==> config.mk <==
export PLATFORM = sky130hd
export DESIGN_NAME = prvp_ctrl
export DESIGN_NICKNAME = d
export VERILOG_FILES = /design/src/design/prvp_pkg.sv /design/src/design/prvp_ctrl.sv
export SDC_FILE = /design/constraint.sdc
export NUM_CORES = 1
export LEC_CHECK = 0
export ABC_AREA = 1
export ABC_CLOCK_PERIOD_IN_PS = 1110
export BUFFER_PORTS_ARGS = -buffer_cell sky130_fd_sc_hd__buf_2
export CAP_MARGIN = 10
export CORE_AREA = 2 2 39 41
export CTS_BUF_LIST = sky130_fd_sc_hd__clkbuf_2 sky130_fd_sc_hd__clkbuf_4 sky130_fd_sc_hd__clkbuf_8
export DETAILED_ROUTE_END_ITERATION = 16
export DIE_AREA = 0 0 41 43
export PLACE_DENSITY = 0.34
export SLEW_MARGIN = 20
export SYNTH_ARGS = -nofsm -noshare
export SYNTH_HDL_FRONTEND = slang
export SYNTH_SLANG_ARGS = --single-unit
==> constraint.sdc <==
create_clock -name clk -period 1.11 [get_ports clk]
set_input_delay 0.0555 -clock clk [delete_from_list [all_inputs] [get_ports clk]]
set_output_delay 0.0555 -clock clk [all_outputs]
set_load 0.02 [all_outputs]
==> src/design/prvp_pkg.sv <==
// Shared types and codes for the privileged register value predictor.
// Used by the controller, the datapath and the top level; no dependencies.
package prvp_pkg;

  // Command field codes
  localparam logic CMD_PREDICT = 1'b0;
  localparam logic CMD_UPDATE  = 1'b1;

  // Register kind codes
  localparam logic [1:0] KIND_STATE_WORD = 2'd0;
  localparam logic [1:0] KIND_TRAP_LEVEL = 2'd1;
  localparam logic [1:0] KIND_WINDOW     = 2'd2;

  // Field widths fixed by the item format
  localparam int VPC_W   = 64;
  localparam int VALUE_W = 12;
  localparam int TL_W    = 3;
  localparam int WIN_PTR_W = 3;

  // Commands from the controller to the datapath
  typedef struct packed {
    logic clear_step;  // write one zero entry during the clearing pass
    logic capture;     // latch the accepted item and start the table reads
    logic evaluate;    // compare tags, form the result, write on update
  } ctrl_cmd_t;

  // Status from the datapath to the controller
  typedef struct packed {
    logic clear_last;  // clearing pass is at its last entry
  } ctrl_status_t;

endpackage

==> src/design/prvp_ctrl.sv <==
// Controller for the predictor: clearing pass, item handshake, sequencing.
// Depends on prvp_pkg.
module prvp_ctrl
  import prvp_pkg::*;
(
  input  logic         clk,
  input  logic         rst,
  input  logic         in_valid,
  output logic         in_stall,
  output logic         out_valid,
  input  logic         out_stall,
  output ctrl_cmd_t    cmd,
  input  ctrl_status_t status
);

  localparam logic [1:0] S_CLEAR = 2'd0;
  localparam logic [1:0] S_IDLE  = 2'd1;
  localparam logic [1:0] S_LOOK  = 2'd2;
  localparam logic [1:0] S_RESP  = 2'd3;

  logic [1:0] state;
  logic [1:0] state_next;
  logic       in_accept;
  logic       out_accept;

  // Take a new item when idle, or when the waiting result leaves this cycle
  assign out_valid  = (state == S_RESP);
  assign out_accept = out_valid && !out_stall;
  assign in_stall   = !((state == S_IDLE) || out_accept);
  assign in_accept  = in_valid && !in_stall;

  // Drive datapath commands
  always_comb begin
    cmd            = '0;
    cmd.clear_step = (state == S_CLEAR);
    cmd.capture    = in_accept;
    cmd.evaluate   = (state == S_LOOK);
  end

  // Next state
  always_comb begin
    state_next = state;
    case (state)
      S_CLEAR: begin
        if (status.clear_last) begin
          state_next = S_IDLE;
        end
      end
      S_IDLE: begin
        if (in_accept) begin
          state_next = S_LOOK;
        end
      end
      S_LOOK: begin
        state_next = S_RESP;
      end
      S_RESP: begin
        if (out_accept) begin
          state_next = in_accept ? S_LOOK : S_IDLE;
        end
      end
      default: begin
        state_next = S_CLEAR;
      end
    endcase
  end

  always_ff @(posedge clk) begin
    if (rst) begin
      state <= S_CLEAR;
    end else begin
      state <= state_next;
    end
  end

`ifndef NO_ASSERTIONS
  a_look_to_resp: assert property (@(posedge clk) disable iff (rst)
    state == S_LOOK |=> state == S_RESP)
    else $error("lookup did not move to the response state");

  a_no_capture_in_clear: assert property (@(posedge clk) disable iff (rst)
    cmd.capture |-> state != S_CLEAR)
    else $error("item taken during the clearing pass");

  a_resp_held: assert property (@(posedge clk) disable iff (rst)
    (state == S_RESP && out_stall) |=> state == S_RESP)
    else $error("result dropped while the receiver stalls");

  a_no_overlap: assert property (@(posedge clk) disable iff (rst)
    !(cmd.evaluate && cmd.capture))
    else $error("new item taken while the previous one is evaluated");
`endif

endmodule

Word level (Yosys, flattened, before mapping)
Index checks and enable logic that the tools add are counted.

storage, ports and cells
  register bits = 2
  bits in latches = 0
  bits in writable memories = 0
  bits in read-only memories = 0
  input port bits = 5
  logic and storage cells = 19
  memories = 0

operators by class
  add/subtract/negate cells = 0
  $mul = 0
  divide/modulo/power cells = 0
  $lt $le $gt $ge = 0
  equality and inequality tests = 6
  shift-type cells = 0
  multiplexer cells = 5
  bitwise gates (word level) = 0
  reduce and logical (&&, ||, !) cells = 7

operators by type and width
  operator              number
  $mux W2               4
  $pmux W2 S4           1
  $eq A2 B2 Y1 const B  2
  $ne A2 B1 Y1 const B  2
  $reduce_and A3 Y1     1
  $eq A2 B1 Y1 const B  1
  $logic_and A1 B1 Y1   2
  $logic_not A1 Y1      2
  $logic_not A2 Y1      1
  $ne A2 B2 Y1 const B  1
  $logic_or A1 B1 Y1    1

Longest topological paths before layout
  depth in word-level cells = 7
  gate-level depth with buffers = 7
  gate-level depth less buffers = 6

Worst setup path after synthesis
Ideal clock, no wire load.

  path type = reg-to-reg
  start point = reg state[0]
  end point = reg state[0]
  arrival time = 980 ps
  required time = 1040 ps
  setup slack = 60 ps
  cell stages (with the launch flop) = 7
  buffers on the path = 1
  clock period less this slack = 1050 ps
  path through = dfxtp_1 > buf_6 > nor2_2 > nand2_2 > nand3_1 > nand2_1 > a21oi_1

RTL lines
  element                 line             source
  from (decl)             prvp_ctrl.sv:21  logic [1:0] state;
  from (signal assigned)  prvp_ctrl.sv:72  state <= state_next;

==> impl_metrics.yaml <==
yosys:
  number_of_enable_type_register_cells_in_the_synthesized_netlist: 0
  synth-adder-area-share_pct: 0
  synthArstFlopShare_pct: 0
  synth_seq_area_share_pct: 21.8
  synth_cells: 32
  post_synth_mux_area_share_pct: 0
  synth_top_cells_by_area: "sky130_fd_sc_hd__dfxtp_1 22%, sky130_fd_sc_hd__nand2_1 16%, sky130_fd_sc_hd__inv_1 14%"
  simple_gate_fraction_of_synth_area_pct: 46.3
  syn_area_sq_um: 184
  synth_most_common_cell: "sky130_fd_sc_hd__nand2_1"
  mappedNetlistNets: 37
  synth.lib_cells_used.distinct: 13
  synth_top_family_by_area: "simple AND/OR/NAND/NOR gates"
  synth_top_cells_by_count: "8 x sky130_fd_sc_hd__nand2_1, 7 x sky130_fd_sc_hd__inv_1, 3 x sky130_fd_sc_hd__nand3_1, 3 x sky130_fd_sc_hd__nor2_1"
  synth_area_per_cell_sq_um: 5.75
  synth.largest_area_cell: "sky130_fd_sc_hd__dfxtp_1"
  synth_top_area_share_pct: 21.8
  synth_compound_area_share_pct: 5.44
  synth_seq_cells: 2
  yosys.area_share.xor_xnor_pct: 0
  ys_dominant_reg_cell: "sky130_fd_sc_hd__dfxtp_1"
  ys.warnings.count: 0
pwr:
  share_seq_of_total_power_pct: 23.4
  cellLeakagePower_nw: 0.170
  clock_power_share_pct: 18.4
  p_per_area_nw_per_um2: 3080
  combinational_power_share_pct: 58.2
  ir_worst_vdd_v: 0.00123
  power_report.internal_total_w: 0.000447
  power.switching_w: 0.000415
  swShare_pct: 48.2
place:
  post_dp_cell_area_sq_um: 238
  dp.cells: 56
  placement.setup.worst_slack_ns: 0.0480
  port_buffers: 9
  hpwl_microns: 335
  gp_congestion: 0.708
sta:
  post-route-min-period_ns: 1.03
  timing_worst_slew_pin_value_ns: 0.113
  tns_ns: 0
  timing_max_transition_violations_final: 0
  rsz_0062_raised_after_global_routing: "false"
  slew-limit-headroom_pct: 92.4
  hold_viol: 0
  post_route_clock_period_utilization_pct: 93.2
  fin_worst_skew_ns: 0.00580
  finalSetupViolations: 0
  layout_setup_ws_ns: 0.0752
  timing.fmax_mhz: 966
finish:
  post_route_cells_drive_above_1_share_pct: 45.5
  largest_register_ff_count: 2
  top_regs: "state: 2 flops"
  fin_nets: 51
  final_core_util_pct: 20.3
  finalNonFillerCells: 60
  registers.top_by_ff_count: "state"
  flow.area_growth_from_synthesis_pct: 52.4
  antenna_cells_inserted: 0
  nFillCells: 174
  layout.cell_area.non_filler_sq_um: 280
floorplan:
  floorplan.io_pins: 10
  core_region_area_sq_um: 1380
  fp.dieArea_sq_um: 1760
  num_rows: 14
  start_util_pct: 13.3
  die-height_microns: 43
  die_width_microns: 41
clock_tree:
  insertion_delay_to_the_later_sink_of_the_worst_skew_pair_ns: 0.22
  max-clock-path-buffers: 2
  tritoncts: "yes"
  root_cell_of_the_clock_tree: "sky130_fd_sc_hd__clkbuf_4"
  cts-buffers-inserted: 3
  clkTransAtPathRegs_ns: 0.03
  cts.htree.levels: 1
  clock_sinks: 2
setup_path:
  worst-setup-path-type: "flop to output pin"
  cpPeakStageDelay_ns: 0.36
  cp-end-kind: "output pin"
  crit_required_ns: 1.05
  crit_top_cell: "sky130_fd_sc_hd__buf_4"
  timing.critical_path.max_delay_family: "flip-flops"
  critical_path_peak_fanout: 8
  critPathLaunchType: "flop"
  worst_path_buf_inv: 2
  worstPathCellList: "buf_4 -> nor2_2 -> buf_4"
  worstPathArrival_ns: 0.98
  critPathSlowestCell: "sky130_fd_sc_hd__dfxtp_4"
global_route:
  antenna_found_initial: 0
  globalRouteTotalUtil_pct: 5.91
  grt_remaining_overflow: 0
  first_pass_grt_wire_length_microns: 621
  number_of_global_route_vias_before_repair: 183
  grt_max_degree: 9
worst_hold_path:
  worstHoldPathType: "input pin to flop"
drt:
  route.detailed.drc: 0
  drtAntennaViolNets: 0
  routed_wirelength_microns: 409
  route.vias.total: 211
  dr.pass1.iters: 3
  wl_per_cell_microns: 6.82
  detail_route.iter0.violations: 1
  detail_route.vias_per_cell: 3.52
run:
  cap_viol_max_count: 0
outcome:
  status: "completed"
-- through the flow --
step           power [W]  hold slack, ns
2_1_floorplan   0.000568           0.125
3_3_place_gp    0.000680           0.233
3_5_place_dp    0.000673           0.232
4_1_cts         0.000855           0.254
5_1_grt         0.000942           0.268
6_report        0.000862           0.253
-- kinds of logic (layout without fill, tap and decap cells) --
group	count (synthesis)	after routing
buffers and inverters	10	22
and+or+nand+nor	18	18
AOI/OAI and AO/OA	2	2
DFF	2	2
-- path summary, 6_finish.rpt --
check | from | depth (start not counted) | slack (ns) | endpoint
worst max-delay path | state[0] | 3 | 0.08 | cmd[0]
worst min-delay path | out_stall | 6 | 0.25 | state[0]
worst max register to register | state[1] | 5 | 0.19 | state[1]
worst min register to register | state[0] | 2 | 0.53 | state[0]
-- power by group through the flow --
stage | clock network [W] | registers [W] | logic, W
after CTS | 0.000173 | 0.000190 | 0.000493
final | 0.000159 | 0.000202 | 0.000501
after global placement | 0 | 0.000189 | 0.000491
after global routing | 0.000182 | 0.000212 | 0.000549
after detailed placement | 0 | 0.000186 | 0.000487
after floorplan | 0 | 0.000141 | 0.000427
-- what timing repair did --
action,in CTS,in global routing
endpoints found under the hold margin,1,0
gates resized for setup,1,4
hold buffers,1,0
endpoints found under the setup margin,3,3
buffers inserted,0,0
-- cell type report --
cell class	count	area, sq um	area share (%)
Clock buffer	3	22.5	8.04
Inverter	8	30.0	10.7
Multi-Input combinational cell	20	97.6	34.8
Sequential cell	2	45.0	16.1
Tap cell	16	20.0	7.14
Timing Repair Buffer	11	65.1	23.2
-- routing by layer --
metal / global-route usage, % / up-vias / wire length (microns)
met4: 4.00 / 0 / 0
li1: - / 117 / -
met5: 0 / - / 0
met1: 5.10 / 88 / 168
met2: 7.81 / 6 / 201
met3: 6.28 / 0 / 39
-- worst min-delay path, stage by stage --
cell and delay, ns:
sky130_fd_sc_hd__buf_2 0.09, sky130_fd_sc_hd__nand3_1 0.09, sky130_fd_sc_hd__inv_1 0.06, sky130_fd_sc_hd__nor2_1 0.04
sky130_fd_sc_hd__nand2_1 0.05, sky130_fd_sc_hd__a21oi_1 0.05
-- cell usage in the layout (no fill, tap or decap), types with 2 or more instances in the layout --
master,instances
sky130_fd_sc_hd__a21oi_1,2
sky130_fd_sc_hd__buf_2,8
sky130_fd_sc_hd__buf_4,2
sky130_fd_sc_hd__clkbuf_4,3
sky130_fd_sc_hd__inv_1,7
sky130_fd_sc_hd__nand2_1,8
sky130_fd_sc_hd__nand3_1,3
sky130_fd_sc_hd__nor2_1,2
sky130_fd_sc_hd__nor2_2,2
(Power assumes the default switching activity.)
